===== config.mk =====
export PLATFORM = sky130hd
export DESIGN_NAME = char_find_occurrence_ranker_flat
export DESIGN_NICKNAME = d
export VERILOG_FILES = /design/src/cfr_pkg.sv /design/src/cfr_if.sv /design/src/char_find_occurrence_ranker.sv /design/src/cfr_ram.sv /design/src/cfr_cfg.sv /design/src/cfr_count.sv /design/src/cfr_out_fifo.sv /design/src/flat_wrapper.sv
export SDC_FILE = /design/constraint.sdc
export NUM_CORES = 2
export LEC_CHECK = 0
export BUFFER_PORTS_ARGS = -buffer_cell sky130_fd_sc_hd__clkbuf_2
export CORE_ASPECT_RATIO = 1.75
export CORE_MARGIN = 2
export CORE_UTILIZATION = 45
export CTS_BUF_LIST = sky130_fd_sc_hd__clkbuf_4 sky130_fd_sc_hd__clkbuf_8 sky130_fd_sc_hd__clkbuf_16
export CTS_CLUSTER_SIZE = 14
export DETAILED_ROUTE_END_ITERATION = 8
export GPL_TIMING_DRIVEN = 0
export PLACE_DENSITY = 0.69
export SLEW_MARGIN = 20
export SYNTH_ARGS = -nofsm -noshare
export SYNTH_HDL_FRONTEND = slang
export SYNTH_HIERARCHICAL = 1
export SYNTH_SLANG_ARGS = --single-unit

===== constraint.sdc =====
create_clock -name i_clk -period 13.3 [get_ports i_clk]
set_input_delay 1.995 -clock i_clk [delete_from_list [all_inputs] [get_ports i_clk]]
set_output_delay 1.995 -clock i_clk [all_outputs]
set_load 0.01 [all_outputs]

===== src/cfr_pkg.sv =====
// Package for the find-character occurrence ranker.
// Holds the shared widths, register indexes and the structs passed between modules.
// No dependencies.
package cfr_pkg;

    // Line and alphabet sizes.
    localparam int LINE_MAX = 1024;
    localparam int ALPHABET = 256;

    // Field widths.
    localparam int CH_W  = 8;
    localparam int COL_W = $clog2(LINE_MAX);
    localparam int LEN_W = COL_W + 1;
    localparam int POS_W = 11;
    localparam int CNT_W = 10;
    localparam int IDX_W = $clog2(ALPHABET);

    // Signed working width for columns: holds cursor +/- 1 +/- scan position.
    localparam int SCOL_W = POS_W + 2;

    // Saturation limits.
    localparam logic [POS_W-1:0] POS_MAX = {POS_W{1'b1}};
    localparam logic [CNT_W-1:0] CNT_MAX = {CNT_W{1'b1}};

    // Configuration port.
    localparam int CFG_IDX_W  = 3;
    localparam int CFG_DATA_W = LEN_W;

    // Result queue.
    localparam int FIFO_DEPTH = 3;
    localparam int FIFO_PTR_W = 2;

    // Register indexes.
    typedef enum logic [CFG_IDX_W-1:0] {
        REG_CURSOR_COL    = 3'd0,
        REG_TARGET_COL    = 3'd1,
        REG_WINDOW_RADIUS = 3'd2,
        REG_LINE_LENGTH   = 3'd3,
        REG_SCAN_FORWARD  = 3'd4
    } t_cfg_reg;

    // Configuration register contents.
    typedef struct packed {
        logic [COL_W-1:0] cursor_col;
        logic [COL_W-1:0] target_col;
        logic [COL_W-1:0] window_radius;
        logic [LEN_W-1:0] line_length;
        logic             scan_forward;
    } t_cfg;

    // Window bounds latched at scan start.
    typedef struct packed {
        logic             valid;
        logic [COL_W-1:0] low;
        logic [COL_W-1:0] high;
    } t_window;

    // Item in the count stage.
    typedef struct packed {
        logic                     valid;
        logic [CH_W-1:0]          ch;
        logic                     start;
        logic signed [SCOL_W-1:0] col;
        logic                     fwd;
    } t_stage;

    // One result word.
    typedef struct packed {
        logic [CH_W-1:0]  out_ch;
        logic [COL_W-1:0] column;
        logic [CNT_W-1:0] earlier_count;
        logic             last;
    } t_result;

endpackage


===== src/cfr_if.sv =====
// Channel interfaces of the find-character occurrence ranker.
// Depends on cfr_pkg for field widths.

// Input channel: one line byte per word.
interface cfr_in_if;
    logic                     valid;
    logic                     ready;
    logic [cfr_pkg::CH_W-1:0] ch;
    logic                     start_req;

    modport source (output valid, ch, start_req, input ready);
    modport sink   (input valid, ch, start_req, output ready);
endinterface

// Output channel: one ranked window character per word.
interface cfr_out_if;
    logic                      valid;
    logic                      ready;
    logic [cfr_pkg::CH_W-1:0]  out_ch;
    logic [cfr_pkg::COL_W-1:0] column;
    logic [cfr_pkg::CNT_W-1:0] earlier_count;
    logic                      last;

    modport source (output valid, out_ch, column, earlier_count, last, input ready);
    modport sink   (input valid, out_ch, column, earlier_count, last, output ready);
endinterface

// Configuration write channel.
interface cfr_cfg_if;
    logic                           valid;
    logic                           ready;
    logic [cfr_pkg::CFG_IDX_W-1:0]  index;
    logic [cfr_pkg::CFG_DATA_W-1:0] data;

    modport source (output valid, index, data, input ready);
    modport sink   (input valid, index, data, output ready);
endinterface


===== src/char_find_occurrence_ranker.sv =====
// Find-character occurrence ranker: top level.
// Channels: i_cfg writes the five registers (cursor column, target column, window
// radius, line length, scan direction) by index; it is always ready. i_in takes one
// line byte per word in scan order, beginning next to the cursor, with start_req set
// on the first byte of a scan. o_out gives one word for each byte that falls inside
// the window: the byte, its column, how often it appeared earlier in the scan, and
// last at the window's far edge. Bytes outside the window give no word.
// Timing: an accepted byte is registered in the count stage, and its result word is
// then pushed into the queue that drives o_out. One byte per cycle is taken while
// i_in.ready is high; each byte makes one count RAM read at acceptance and, if in or
// before the window and unsaturated, a write in the next cycle; the last write is forwarded.
// Stalls: results wait in a three-word queue; i_in.ready drops once the queue words
// plus the byte in the count stage reach three, so a stalled receiver stops intake.
// Reset: registers return to cursor 0, target 0, radius 0, length 1, forward scan;
// the window is empty and the count table reads as zero until the first start.
// Depends on cfr_pkg, cfr_if, cfr_ram, cfr_cfg, cfr_count and cfr_out_fifo.
module char_find_occurrence_ranker (
    input  logic       i_clk,
    input  logic       i_rst_n,
    cfr_cfg_if.sink    i_cfg,
    cfr_in_if.sink     i_in,
    cfr_out_if.source  o_out
);

    cfr_pkg::t_cfg    cfg;
    cfr_pkg::t_window win_calc;
    cfr_pkg::t_window r_win;
    cfr_pkg::t_window n_win;
    cfr_pkg::t_stage  r_s1;
    cfr_pkg::t_stage  n_s1;
    logic [cfr_pkg::POS_W-1:0]      r_pos;
    logic [cfr_pkg::POS_W-1:0]      n_pos;
    logic [cfr_pkg::POS_W-1:0]      pos_use;
    logic [cfr_pkg::FIFO_PTR_W-1:0] occ;
    logic                           accept;
    logic                           push;
    cfr_pkg::t_result               res;
    logic signed [cfr_pkg::SCOL_W-1:0] cur;
    logic signed [cfr_pkg::SCOL_W-1:0] pos_s;

    cfr_cfg u_cfg (
        .i_clk   (i_clk),
        .i_rst_n (i_rst_n),
        .i_cfg   (i_cfg),
        .o_cfg   (cfg),
        .o_win   (win_calc)
    );

    // Intake is allowed while the queue has room for every word in flight.
    assign i_in.ready = ((cfr_pkg::FIFO_PTR_W + 1)'(occ) + (cfr_pkg::FIFO_PTR_W + 1)'(r_s1.valid))
                        < (cfr_pkg::FIFO_PTR_W + 1)'(cfr_pkg::FIFO_DEPTH);
    assign accept     = i_in.valid && i_in.ready;

    // Column of the incoming byte from the cursor and the scan position.
    always_comb begin
        pos_use = i_in.start_req ? '0 : r_pos;
        cur     = $signed(cfr_pkg::SCOL_W'(cfg.cursor_col));
        pos_s   = $signed(cfr_pkg::SCOL_W'(pos_use));
        n_s1.valid = accept;
        n_s1.ch    = i_in.ch;
        n_s1.start = i_in.start_req;
        n_s1.fwd   = cfg.scan_forward;
        n_s1.col   = cfg.scan_forward ? (cur + 1 + pos_s) : (cur - 1 - pos_s);
    end

    // Scan position saturates; the window is captured on a start word.
    always_comb begin
        n_pos = r_pos;
        n_win = r_win;
        if (accept) begin
            n_pos = (pos_use == cfr_pkg::POS_MAX) ? pos_use : pos_use + cfr_pkg::POS_W'(1);
            if (i_in.start_req) begin
                n_win = win_calc;
            end
        end
    end

    // State registers; the count stage payload needs no reset.
    always_ff @(posedge i_clk) begin
        if (!i_rst_n) begin
            r_pos       <= '0;
            r_win.valid <= 1'b0;
            r_win.low   <= '0;
            r_win.high  <= '0;
            r_s1.valid  <= 1'b0;
        end else begin
            r_pos      <= n_pos;
            r_win      <= n_win;
            r_s1.valid <= n_s1.valid;
        end
        r_s1.ch    <= n_s1.ch;
        r_s1.start <= n_s1.start;
        r_s1.fwd   <= n_s1.fwd;
        r_s1.col   <= n_s1.col;
    end

    cfr_count u_count (
        .i_clk     (i_clk),
        .i_rst_n   (i_rst_n),
        .i_rd_en   (accept),
        .i_rd_addr (i_in.ch[cfr_pkg::IDX_W-1:0]),
        .i_s1      (r_s1),
        .i_win     (r_win),
        .o_push    (push),
        .o_res     (res)
    );

    cfr_out_fifo u_out_fifo (
        .i_clk   (i_clk),
        .i_rst_n (i_rst_n),
        .i_push  (push),
        .i_res   (res),
        .o_out   (o_out),
        .o_occ   (occ)
    );

    // A result only comes from a byte in the count stage.
    a_push_needs_item: assert property (@(posedge i_clk) disable iff (!i_rst_n)
        push |-> r_s1.valid)
        else $error("result without a byte in the count stage");

    // An accepted byte occupies the count stage in the next cycle.
    a_stage_follows: assert property (@(posedge i_clk) disable iff (!i_rst_n)
        accept |=> r_s1.valid)
        else $error("accepted byte missing from count stage");

    // A valid window is never inverted.
    a_window_order: assert property (@(posedge i_clk) disable iff (!i_rst_n)
        r_win.valid |-> (r_win.low <= r_win.high))
        else $error("window bounds inverted");

endmodule


===== src/cfr_ram.sv =====
// Generic single-clock RAM with one write port and one registered read port.
// No dependencies.
module cfr_ram #(
    parameter int WIDTH = 8,
    parameter int DEPTH = 256
) (
    input  logic                     i_clk,
    input  logic                     i_we,
    input  logic [$clog2(DEPTH)-1:0] i_waddr,
    input  logic [WIDTH-1:0]         i_wdata,
    input  logic                     i_re,
    input  logic [$clog2(DEPTH)-1:0] i_raddr,
    output logic [WIDTH-1:0]         o_rdata
);

    logic [WIDTH-1:0] r_mem [DEPTH];
    logic [WIDTH-1:0] r_rdata;

    // Write port.
    always_ff @(posedge i_clk) begin
        if (i_we) begin
            r_mem[i_waddr] <= i_wdata;
        end
    end

    // Registered read port; a read of the entry being written returns the old data.
    always_ff @(posedge i_clk) begin
        if (i_re) begin
            r_rdata <= r_mem[i_raddr];
        end
    end

    assign o_rdata = r_rdata;

endmodule


===== src/cfr_cfg.sv =====
// Configuration registers and window computation of the occurrence ranker.
// Depends on cfr_pkg and cfr_if.
module cfr_cfg (
    input  logic              i_clk,
    input  logic              i_rst_n,
    cfr_cfg_if.sink           i_cfg,
    output cfr_pkg::t_cfg     o_cfg,
    output cfr_pkg::t_window  o_win
);

    cfr_pkg::t_cfg r_cfg;
    cfr_pkg::t_cfg n_cfg;

    logic signed [cfr_pkg::SCOL_W-1:0] cur;
    logic signed [cfr_pkg::SCOL_W-1:0] tgt;
    logic signed [cfr_pkg::SCOL_W-1:0] len;
    logic signed [cfr_pkg::SCOL_W-1:0] ct_dist;
    logic signed [cfr_pkg::SCOL_W-1:0] thr;
    logic signed [cfr_pkg::SCOL_W-1:0] lo;
    logic signed [cfr_pkg::SCOL_W-1:0] hi;
    logic signed [cfr_pkg::SCOL_W-1:0] lo_c;
    logic signed [cfr_pkg::SCOL_W-1:0] hi_c;

    // The port takes a word in every cycle.
    assign i_cfg.ready = 1'b1;

    // Register write decode; unknown indexes are dropped.
    always_comb begin
        n_cfg = r_cfg;
        if (i_cfg.valid) begin
            unique case (cfr_pkg::t_cfg_reg'(i_cfg.index))
                cfr_pkg::REG_CURSOR_COL:    n_cfg.cursor_col    = i_cfg.data[cfr_pkg::COL_W-1:0];
                cfr_pkg::REG_TARGET_COL:    n_cfg.target_col    = i_cfg.data[cfr_pkg::COL_W-1:0];
                cfr_pkg::REG_WINDOW_RADIUS: n_cfg.window_radius = i_cfg.data[cfr_pkg::COL_W-1:0];
                cfr_pkg::REG_LINE_LENGTH:   n_cfg.line_length   = i_cfg.data[cfr_pkg::LEN_W-1:0];
                cfr_pkg::REG_SCAN_FORWARD:  n_cfg.scan_forward  = i_cfg.data[0];
                default: ;
            endcase
        end
    end

    always_ff @(posedge i_clk) begin
        if (!i_rst_n) begin
            r_cfg.cursor_col    <= '0;
            r_cfg.target_col    <= '0;
            r_cfg.window_radius <= '0;
            r_cfg.line_length   <= cfr_pkg::LEN_W'(1);
            r_cfg.scan_forward  <= 1'b1;
        end else begin
            r_cfg <= n_cfg;
        end
    end

    // Window around the target: radius limited to the cursor distance, then clipped
    // to the line and to the scanned side of the cursor.
    always_comb begin
        cur = $signed(cfr_pkg::SCOL_W'(r_cfg.cursor_col));
        tgt = $signed(cfr_pkg::SCOL_W'(r_cfg.target_col));
        if (r_cfg.line_length > cfr_pkg::LEN_W'(cfr_pkg::LINE_MAX)) begin
            len = cfr_pkg::SCOL_W'(cfr_pkg::LINE_MAX);
        end else begin
            len = $signed(cfr_pkg::SCOL_W'(r_cfg.line_length));
        end
        ct_dist = (cur > tgt) ? (cur - tgt) : (tgt - cur);
        thr  = $signed(cfr_pkg::SCOL_W'(r_cfg.window_radius));
        if (thr > ct_dist) begin
            thr = ct_dist;
        end
        lo = tgt - thr;
        if (lo < 0) begin
            lo = '0;
        end
        hi = tgt + thr;
        if (hi > len - 1) begin
            hi = len - 1;
        end
        lo_c = lo;
        hi_c = hi;
        if (r_cfg.scan_forward) begin
            if (lo_c < cur + 1) begin
                lo_c = cur + 1;
            end
        end else begin
            if (hi_c > cur - 1) begin
                hi_c = cur - 1;
            end
        end
        if (lo_c > hi_c) begin
            o_win.valid = 1'b0;
            o_win.low   = '0;
            o_win.high  = '0;
        end else begin
            o_win.valid = 1'b1;
            o_win.low   = lo_c[cfr_pkg::COL_W-1:0];
            o_win.high  = hi_c[cfr_pkg::COL_W-1:0];
        end
    end

    assign o_cfg = r_cfg;

endmodule


===== src/cfr_count.sv =====
// Count stage of the occurrence ranker: per-byte count RAM with read-modify-write,
// forwarding of the previous write, and per-entry valid bits cleared at scan start.
// Depends on cfr_pkg and cfr_ram.
module cfr_count (
    input  logic                       i_clk,
    input  logic                       i_rst_n,
    input  logic                       i_rd_en,
    input  logic [cfr_pkg::IDX_W-1:0]  i_rd_addr,
    input  cfr_pkg::t_stage            i_s1,
    input  cfr_pkg::t_window           i_win,
    output logic                       o_push,
    output cfr_pkg::t_result           o_res
);

    logic [cfr_pkg::ALPHABET-1:0] r_vld;
    logic [cfr_pkg::ALPHABET-1:0] n_vld;
    logic                         r_fwd_v;
    logic [cfr_pkg::IDX_W-1:0]    r_fwd_idx;
    logic [cfr_pkg::CNT_W-1:0]    r_fwd_val;

    logic [cfr_pkg::IDX_W-1:0]    idx;
    logic [cfr_pkg::CNT_W-1:0]    ram_q;
    logic [cfr_pkg::CNT_W-1:0]    old_cnt;
    logic [cfr_pkg::CNT_W-1:0]    new_cnt;
    logic signed [cfr_pkg::SCOL_W-1:0] lo;
    logic signed [cfr_pkg::SCOL_W-1:0] hi;
    logic                         win_ok;
    logic                         in_win;
    logic                         ahead;
    logic                         do_write;

    assign idx = i_s1.ch[cfr_pkg::IDX_W-1:0];

    cfr_ram #(
        .WIDTH (cfr_pkg::CNT_W),
        .DEPTH (cfr_pkg::ALPHABET)
    ) u_cnt_ram (
        .i_clk   (i_clk),
        .i_we    (do_write),
        .i_waddr (idx),
        .i_wdata (new_cnt),
        .i_re    (i_rd_en),
        .i_raddr (i_rd_addr),
        .o_rdata (ram_q)
    );

    // Current count: zero at scan start, the word written last cycle if it hit the
    // same entry, else the RAM word when the entry was written in this scan.
    always_comb begin
        if (i_s1.start) begin
            old_cnt = '0;
        end else if (r_fwd_v && (r_fwd_idx == idx)) begin
            old_cnt = r_fwd_val;
        end else if (r_vld[idx]) begin
            old_cnt = ram_q;
        end else begin
            old_cnt = '0;
        end
        new_cnt = old_cnt + cfr_pkg::CNT_W'(1);
    end

    // Classify the column against the window.
    always_comb begin
        lo     = $signed(cfr_pkg::SCOL_W'(i_win.low));
        hi     = $signed(cfr_pkg::SCOL_W'(i_win.high));
        win_ok = i_s1.valid && i_win.valid && (i_s1.col >= 0);
        in_win = (i_s1.col >= lo) && (i_s1.col <= hi);
        ahead  = i_s1.fwd ? (i_s1.col < lo) : (i_s1.col > hi);
        do_write = win_ok && (in_win || ahead) && (old_cnt != cfr_pkg::CNT_MAX);
    end

    // Result word for a window character.
    always_comb begin
        o_push               = win_ok && in_win;
        o_res.out_ch         = i_s1.ch;
        o_res.column         = i_s1.col[cfr_pkg::COL_W-1:0];
        o_res.earlier_count  = old_cnt;
        o_res.last           = i_s1.fwd ? (i_s1.col == hi) : (i_s1.col == lo);
    end

    // Valid bits: all cleared by a start word, then the written entry is marked.
    always_comb begin
        n_vld = r_vld;
        if (i_s1.valid && i_s1.start) begin
            n_vld = '0;
        end
        if (do_write) begin
            n_vld[idx] = 1'b1;
        end
    end

    always_ff @(posedge i_clk) begin
        if (!i_rst_n) begin
            r_vld   <= '0;
            r_fwd_v <= 1'b0;
        end else begin
            r_vld   <= n_vld;
            r_fwd_v <= do_write;
        end
    end

    always_ff @(posedge i_clk) begin
        r_fwd_idx <= idx;
        r_fwd_val <= new_cnt;
    end

    // A start word always sees an empty table.
    a_start_zero: assert property (@(posedge i_clk) disable iff (!i_rst_n)
        (o_push && i_s1.start) |-> (o_res.earlier_count == '0))
        else $error("start word reported a nonzero earlier count");

    // After a start word only its own entry can be valid.
    a_start_clear: assert property (@(posedge i_clk) disable iff (!i_rst_n)
        (i_s1.valid && i_s1.start) |=> $onehot0(r_vld))
        else $error("valid bits not cleared by start word");

    // Counts never wrap to zero.
    a_no_wrap: assert property (@(posedge i_clk) disable iff (!i_rst_n)
        do_write |-> (new_cnt != '0))
        else $error("count wrapped");

    // A written entry is valid in the next cycle.
    a_mark: assert property (@(posedge i_clk) disable iff (!i_rst_n)
        do_write |=> r_vld[$past(idx)])
        else $error("written entry not marked valid");

endmodule


===== src/cfr_out_fifo.sv =====
// Three-word result queue of the occurrence ranker, driving the output channel.
// Depends on cfr_pkg and cfr_if.
module cfr_out_fifo (
    input  logic                           i_clk,
    input  logic                           i_rst_n,
    input  logic                           i_push,
    input  cfr_pkg::t_result               i_res,
    cfr_out_if.source                      o_out,
    output logic [cfr_pkg::FIFO_PTR_W-1:0] o_occ
);

    cfr_pkg::t_result r_mem [cfr_pkg::FIFO_DEPTH];
    logic [cfr_pkg::FIFO_PTR_W-1:0] r_wr;
    logic [cfr_pkg::FIFO_PTR_W-1:0] n_wr;
    logic [cfr_pkg::FIFO_PTR_W-1:0] r_rd;
    logic [cfr_pkg::FIFO_PTR_W-1:0] n_rd;
    logic [cfr_pkg::FIFO_PTR_W-1:0] r_cnt;
    logic [cfr_pkg::FIFO_PTR_W-1:0] n_cnt;
    logic                           pop;
    cfr_pkg::t_result               head;

    assign head           = r_mem[r_rd];
    assign o_out.valid    = (r_cnt != '0);
    assign o_out.out_ch   = head.out_ch;
    assign o_out.column   = head.column;
    assign o_out.earlier_count = head.earlier_count;
    assign o_out.last     = head.last;
    assign pop            = o_out.valid && o_out.ready;
    assign o_occ          = r_cnt;

    // Pointer and fill updates, pointers wrap at the queue depth.
    always_comb begin
        n_wr  = r_wr;
        n_rd  = r_rd;
        n_cnt = r_cnt;
        if (i_push) begin
            n_wr = (r_wr == cfr_pkg::FIFO_PTR_W'(cfr_pkg::FIFO_DEPTH - 1)) ?
                   '0 : r_wr + cfr_pkg::FIFO_PTR_W'(1);
        end
        if (pop) begin
            n_rd = (r_rd == cfr_pkg::FIFO_PTR_W'(cfr_pkg::FIFO_DEPTH - 1)) ?
                   '0 : r_rd + cfr_pkg::FIFO_PTR_W'(1);
        end
        if (i_push && !pop) begin
            n_cnt = r_cnt + cfr_pkg::FIFO_PTR_W'(1);
        end else if (pop && !i_push) begin
            n_cnt = r_cnt - cfr_pkg::FIFO_PTR_W'(1);
        end
    end

    always_ff @(posedge i_clk) begin
        if (!i_rst_n) begin
            r_wr  <= '0;
            r_rd  <= '0;
            r_cnt <= '0;
        end else begin
            r_wr  <= n_wr;
            r_rd  <= n_rd;
            r_cnt <= n_cnt;
        end
    end

    always_ff @(posedge i_clk) begin
        if (i_push) begin
            r_mem[r_wr] <= i_res;
        end
    end

    // The input side throttles early enough that a push never meets a full queue.
    a_no_overflow: assert property (@(posedge i_clk) disable iff (!i_rst_n)
        i_push |-> (r_cnt < cfr_pkg::FIFO_PTR_W'(cfr_pkg::FIFO_DEPTH)))
        else $error("result pushed into full queue");

    // Fill level stays within the depth.
    a_fill_range: assert property (@(posedge i_clk) disable iff (!i_rst_n)
        r_cnt <= cfr_pkg::FIFO_PTR_W'(cfr_pkg::FIFO_DEPTH))
        else $error("queue fill out of range");

    // Pointers agree with the fill level when the queue is empty.
    a_empty_ptrs: assert property (@(posedge i_clk) disable iff (!i_rst_n)
        (r_cnt == '0) |-> (r_rd == r_wr))
        else $error("pointers disagree on an empty queue");

endmodule

===== src/flat_wrapper.sv =====
// flat-port wrapper written by rule: the top's interface ports become plain ports
module char_find_occurrence_ranker_flat 
  (i_clk, i_rst_n, i_cfg_valid, i_cfg_index, i_cfg_data, i_cfg_ready, i_in_valid, i_in_ch, i_in_start_req, i_in_ready, o_out_valid, o_out_out_ch, o_out_column, o_out_earlier_count, o_out_last, o_out_ready);
  cfr_cfg_if i_cfg_i ();
  cfr_in_if i_in_i ();
  cfr_out_if o_out_i ();
  input  logic i_clk;
  input  logic i_rst_n;
  input wire logic [$bits(i_cfg_i.valid)-1:0] i_cfg_valid;
  input wire logic [$bits(i_cfg_i.index)-1:0] i_cfg_index;
  input wire logic [$bits(i_cfg_i.data)-1:0] i_cfg_data;
  output wire logic [$bits(i_cfg_i.ready)-1:0] i_cfg_ready;
  input wire logic [$bits(i_in_i.valid)-1:0] i_in_valid;
  input wire logic [$bits(i_in_i.ch)-1:0] i_in_ch;
  input wire logic [$bits(i_in_i.start_req)-1:0] i_in_start_req;
  output wire logic [$bits(i_in_i.ready)-1:0] i_in_ready;
  output wire logic [$bits(o_out_i.valid)-1:0] o_out_valid;
  output wire logic [$bits(o_out_i.out_ch)-1:0] o_out_out_ch;
  output wire logic [$bits(o_out_i.column)-1:0] o_out_column;
  output wire logic [$bits(o_out_i.earlier_count)-1:0] o_out_earlier_count;
  output wire logic [$bits(o_out_i.last)-1:0] o_out_last;
  input wire logic [$bits(o_out_i.ready)-1:0] o_out_ready;
  assign i_cfg_i.valid = i_cfg_valid;
  assign i_cfg_i.index = i_cfg_index;
  assign i_cfg_i.data = i_cfg_data;
  assign i_cfg_ready = i_cfg_i.ready;
  assign i_in_i.valid = i_in_valid;
  assign i_in_i.ch = i_in_ch;
  assign i_in_i.start_req = i_in_start_req;
  assign i_in_ready = i_in_i.ready;
  assign o_out_valid = o_out_i.valid;
  assign o_out_out_ch = o_out_i.out_ch;
  assign o_out_column = o_out_i.column;
  assign o_out_earlier_count = o_out_i.earlier_count;
  assign o_out_last = o_out_i.last;
  assign o_out_i.ready = o_out_ready;
  char_find_occurrence_ranker u_core (.i_clk(i_clk), .i_rst_n(i_rst_n), .i_cfg(i_cfg_i), .i_in(i_in_i), .o_out(o_out_i));
endmodule

==> summary.md <==
| Metric | Value |
|---|---|
| Starting Density | `0.4523` |
| WL/cell | `35.85 um` |
| CTS tree | `yes` |
| Cells after Synth | `7993` |
| Top area cells in the synthesized netlist | `edfxtp_1 (63%), mux4_2 (9.6%), dfxtp_1 (6.0%)` |
| TritonCTS Buffers | `280` |
| Post-synth net total | `8174` |
| PwrDens | `145.4 nW/um2` |
| Die Width | `405.1 um` |
| Die ar. | `286000 um2` |
| Crit end category | `flop` |
| Reg2reg start | `u_core/u_cfg/o_cfg[27]` |
| Synth area leader | `edfxtp_1` |
| Nets | `8682` |
| Clk_skew | `0.07769 ns` |
| Max-cap violation count | `0` |
| GP Congestion | `1.054` |
| Top-area cell type share of the netlist area | `0.6298` |
| Crit path arrival time | `13.54 ns` |
| Global Route Usage Sum | `0.3087` |
| Worst Setup Start Kind | `flop` |
| Synth cell types | `99` |
| Synth async-reset ratio | `0` |
| Post-synth EDFFs | `2657` |
| Maximum VDD drop | `132.3 uV` |
| Seq cells post-synth | `3038` |
| Final hold violations | `0` |
| Static Leak | `47.19 nW` |
| Fin crit share | `0.9595` |
| Depth of the CTS H-tree | `5` |
| Syn Area/Cell | `15.85 um2` |
| CTS Hold Bufs | `0` |
| Vias in the first global route | `78.28k` |
| Capturing point of the worst reg2reg path | `u_core/r_win[8]` |
| Largest net degree at the start of global routing | `81` |
| DP HPWL | `325900 um` |
| Top Ports | `60` |
| Reg2Reg Depth | `66` |
| Critical Path RT | `14.08 ns` |
| Outcome | `finished, final reports clean` |
| # port buffers | `58` |
| Slew headroom | `0.1089` |
| Core ar. | `280100 um2` |
| Hold WC Path Type | `reg -> reg` |
| Hold Path Stages | `2` |
| Number of fill cells in the layout | `22.68k` |
| Crit path largest cell delay | `0.46 ns` |
| Starting DRT DRC Count | `9395` |
| Final Max Tran Viols | `0` |
| Slew at the pin with the worst max-slew slack | `1.327 ns` |
| Die Y | `705.9 um` |
| DP Worst Slack | `-3.364 ns` |
| GRT Residual Overflow | `0` |
| Area grow syn2layout | `14.18%` |
| Initial antenna violation count | `21` |
| Share of cells above drive strength 1 | `0.2048` |
| Cell Rows | `257` |
| First-pass GRT wire length | `608300 um` |
| Clock buffer depth | `4` |
| WL final | `446300 um` |
| Total area of sequential cells | `87480 um2` |
| DRC viols | `0` |
| Flop2flop setup slack | `0.54 ns` |
| Clk Latency, worst-skew pair | `0.92 ns` |
| Cell area after layout | `144600 um2` |
| Crit Path Category | `reg -> reg` |
| Min-delay src | `u_core/u_count/r_vld[92]` |
| Most used flip-flop cell after synthesis | `edfxtp_1` |
| Setup Viol. Count Final | `0` |
| Fmax | `78.36 MHz` |
| Period minus WS final | `12.76 ns` |
| Crit-path most repeated cell | `o21a_1` |
| Seq/Total Area, Yosys | `0.6900` |
| Worst Hold End | `u_core/u_count/r_vld[92]` |
| TritonCTS Sinks | `3038` |
| Worst setup margin | `0.5381 ns` |
| Area of the multi-input gates | `36840 um2` |
| Via count | `78.70k` |
| Routed vias/inst | `6.321` |
| Remaining antenna violation count | `0` |
| Crit-path slowest cell | `mux2i_1` |
| Clock slew at reported path FFs | `0.06 ns` |
| Mapped Area | `126700 um2` |
| Drt pass-1 iters | `8` |
| Crit Path Max Fanout | `7` |
| Ys Warns | `6` |
| CTS root buffer | `clkbuf_16` |
| Placed cell areas | `135000 um2` |
timing repair:
action,CTS,global route
pin swaps,10,30
gates resized for setup,88,60
setup buffers,14,25
cloned,0,0
endpoints found under the setup margin,21,21
registers in the layout, summed over array words and instances (netlist names), named ones only:
name / count
u_core/u_count/u_cnt_ram/r_mem: 2560
u_core/u_count/r_vld: 256
u_core/u_count/r_fwd_v: 1
u_core/u_out_fifo/r_rd: 2
u_core/u_out_fifo/o_occ: 2
u_core/u_cfg/o_cfg: 42
u_core/r_win: 21
u_core/u_out_fifo/r_wr: 2
u_core/u_count/r_fwd_idx: 8
u_core/u_out_fifo/r_mem: 87
u_core/r_s1: 24
u_core/u_count/r_fwd_val: 10
u_core/r_pos: 11
u_core/u_count/u_cnt_ram/o_rdata: 10
placed cells by master, fill, tap and decap left out, drive strengths merged, types with 37 or more instances in the layout:
master,Yosys,layout
mux2i,313,313
nor3,76,76
nor2b,58,58
edfxtp,2657,2657
mux4,583,583
a22oi,217,217
nor2,647,647
xnor2,63,63
buf,233,407
a21boi,67,67
dfxtp,381,381
o21ai,356,356
o22ai,63,63
clkinv,0,74
ha,147,147
nand2,631,631
nand2b,47,47
clkbuf,302,720
inv,120,131
a21oi,192,192
nand4,37,37
nor4,40,40
o221ai,42,42
nand3,327,327
final cells by class:
class                           instances  share of cell area
Sequential cell                      3038              0.6048
Multi-Input combinational cell       4300              0.2547
Clock buffer                          366             0.05384
Tap cell                             3755             0.03248
Timing Repair Buffer                  229             0.02357
Buffer                                532             0.02185
Clock inverter                         95            0.005363
Inverter                              120            0.003140
Antenna cell                           16           0.0002768
logic make-up after synthesis:
| logic type | share of synthesized area |
|---|---|
| muxes | 0.1309 |
| AOI/OAI and AO/OA | 0.06091 |
| other | 0.00002960 |
| buffers and inverters | 0.02763 |
| and+or+nand+nor | 0.06871 |
| adders and majority gates | 0.01547 |
| DFF | 0.6900 |
| xor gates and xnor gates | 0.006351 |
routing by layer:
layer,share of wire,track usage,vias to the layer above
met1,0.30,0.3083,39795
met2,0.50,0.5277,5094
met4,0.12,0.2956,16
met3,0.088,0.06608,1664
li1,-,-,32130
met5,0.00031,0,-
where the power goes:
part / switching (mW) / leakage [nW] / internal, mW
combinational: 1.77 / 15.4 / 0.995
clock: 3.53 / 4.30 / 4.29
sequential: 0.0422 / 27.5 / 10.4
total: 5.34 / 47.2 / 15.7
stage by stage:
step / hold WS, ns / utilization / power, mW / setup TNS, ns / cells
final: 0.4441 / 0.5165 / 21.04 / 0 / 12451
after global routing: 0.4662 / 0.5163 / 21.54 / -0.007028 / 12436
after CTS: 0.4437 / 0.5141 / 20.91 / 0 / 12408
after detailed placement: 0.4360 / 0.4822 / 13.16 / -67.68 / 11936
after global placement: 0.4288 / 0.4703 / 13.12 / - / 11806
after floorplan: 0.3618 / - / 12.19 / 0 / 7993
cells in the mapped netlist, types with 16 or more instances:
cell type,number
o21a_1,30
ha_1,147
buf_2,78
xor2_1,28
nand3_1,327
inv_1,116
a21o_1,34
nand4_1,37
buf_1,21
xnor2_1,62
edfxtp_1,2657
a21oi_1,184
a22oi_1,217
nor4_1,37
a31oi_1,23
o21ai_1,291
a221oi_1,18
buf_8,16
nand2_1,631
buf_4,70
nand2b_1,47
a22o_1,20
dfxtp_1,381
mux4_1,41
mux4_2,542
clkbuf_1,301
o221ai_1,42
o21ai_0,63
nor2_1,643
buf_12,16
nor3_1,73
mux2i_1,311
a211oi_1,22
buf_6,32
o22ai_1,63
nor2b_1,58
a21boi_0,63
worst max-delay path, delay by kind of cell (launching register included):
kind                     cells  cell delay, ns
buffers and inverters        9            1.13
flip-flops                   1            0.41
AND/OR/NAND/NOR             12            2.34
multiplexers                 4            1.32
adder cells (fa/ha/maj)      7            2.07
AO/OA/AOI/OAI               33            5.16
XOR/XNOR                     1            0.20
worst max-delay path by stage:
| stage | startpoint | end |
|---|---|---|
| final | u_core/u_cfg/o_cfg[27] | u_core/r_win[8] |
| after global routing | u_core/u_cfg/o_cfg[28] | u_core/r_win[14] |
| after CTS | u_core/u_cfg/o_cfg[23] | u_core/r_win[17] |
| after detailed placement | u_core/u_cfg/o_cfg[32] | u_core/r_win[8] |
| after global placement | u_core/r_s1[16] | u_core/u_count/u_cnt_ram/r_mem[26][2] |
| after floorplan | u_core/u_cfg/o_cfg[30] | u_core/r_win[0] |
Power figures use the tool's default switching activity.
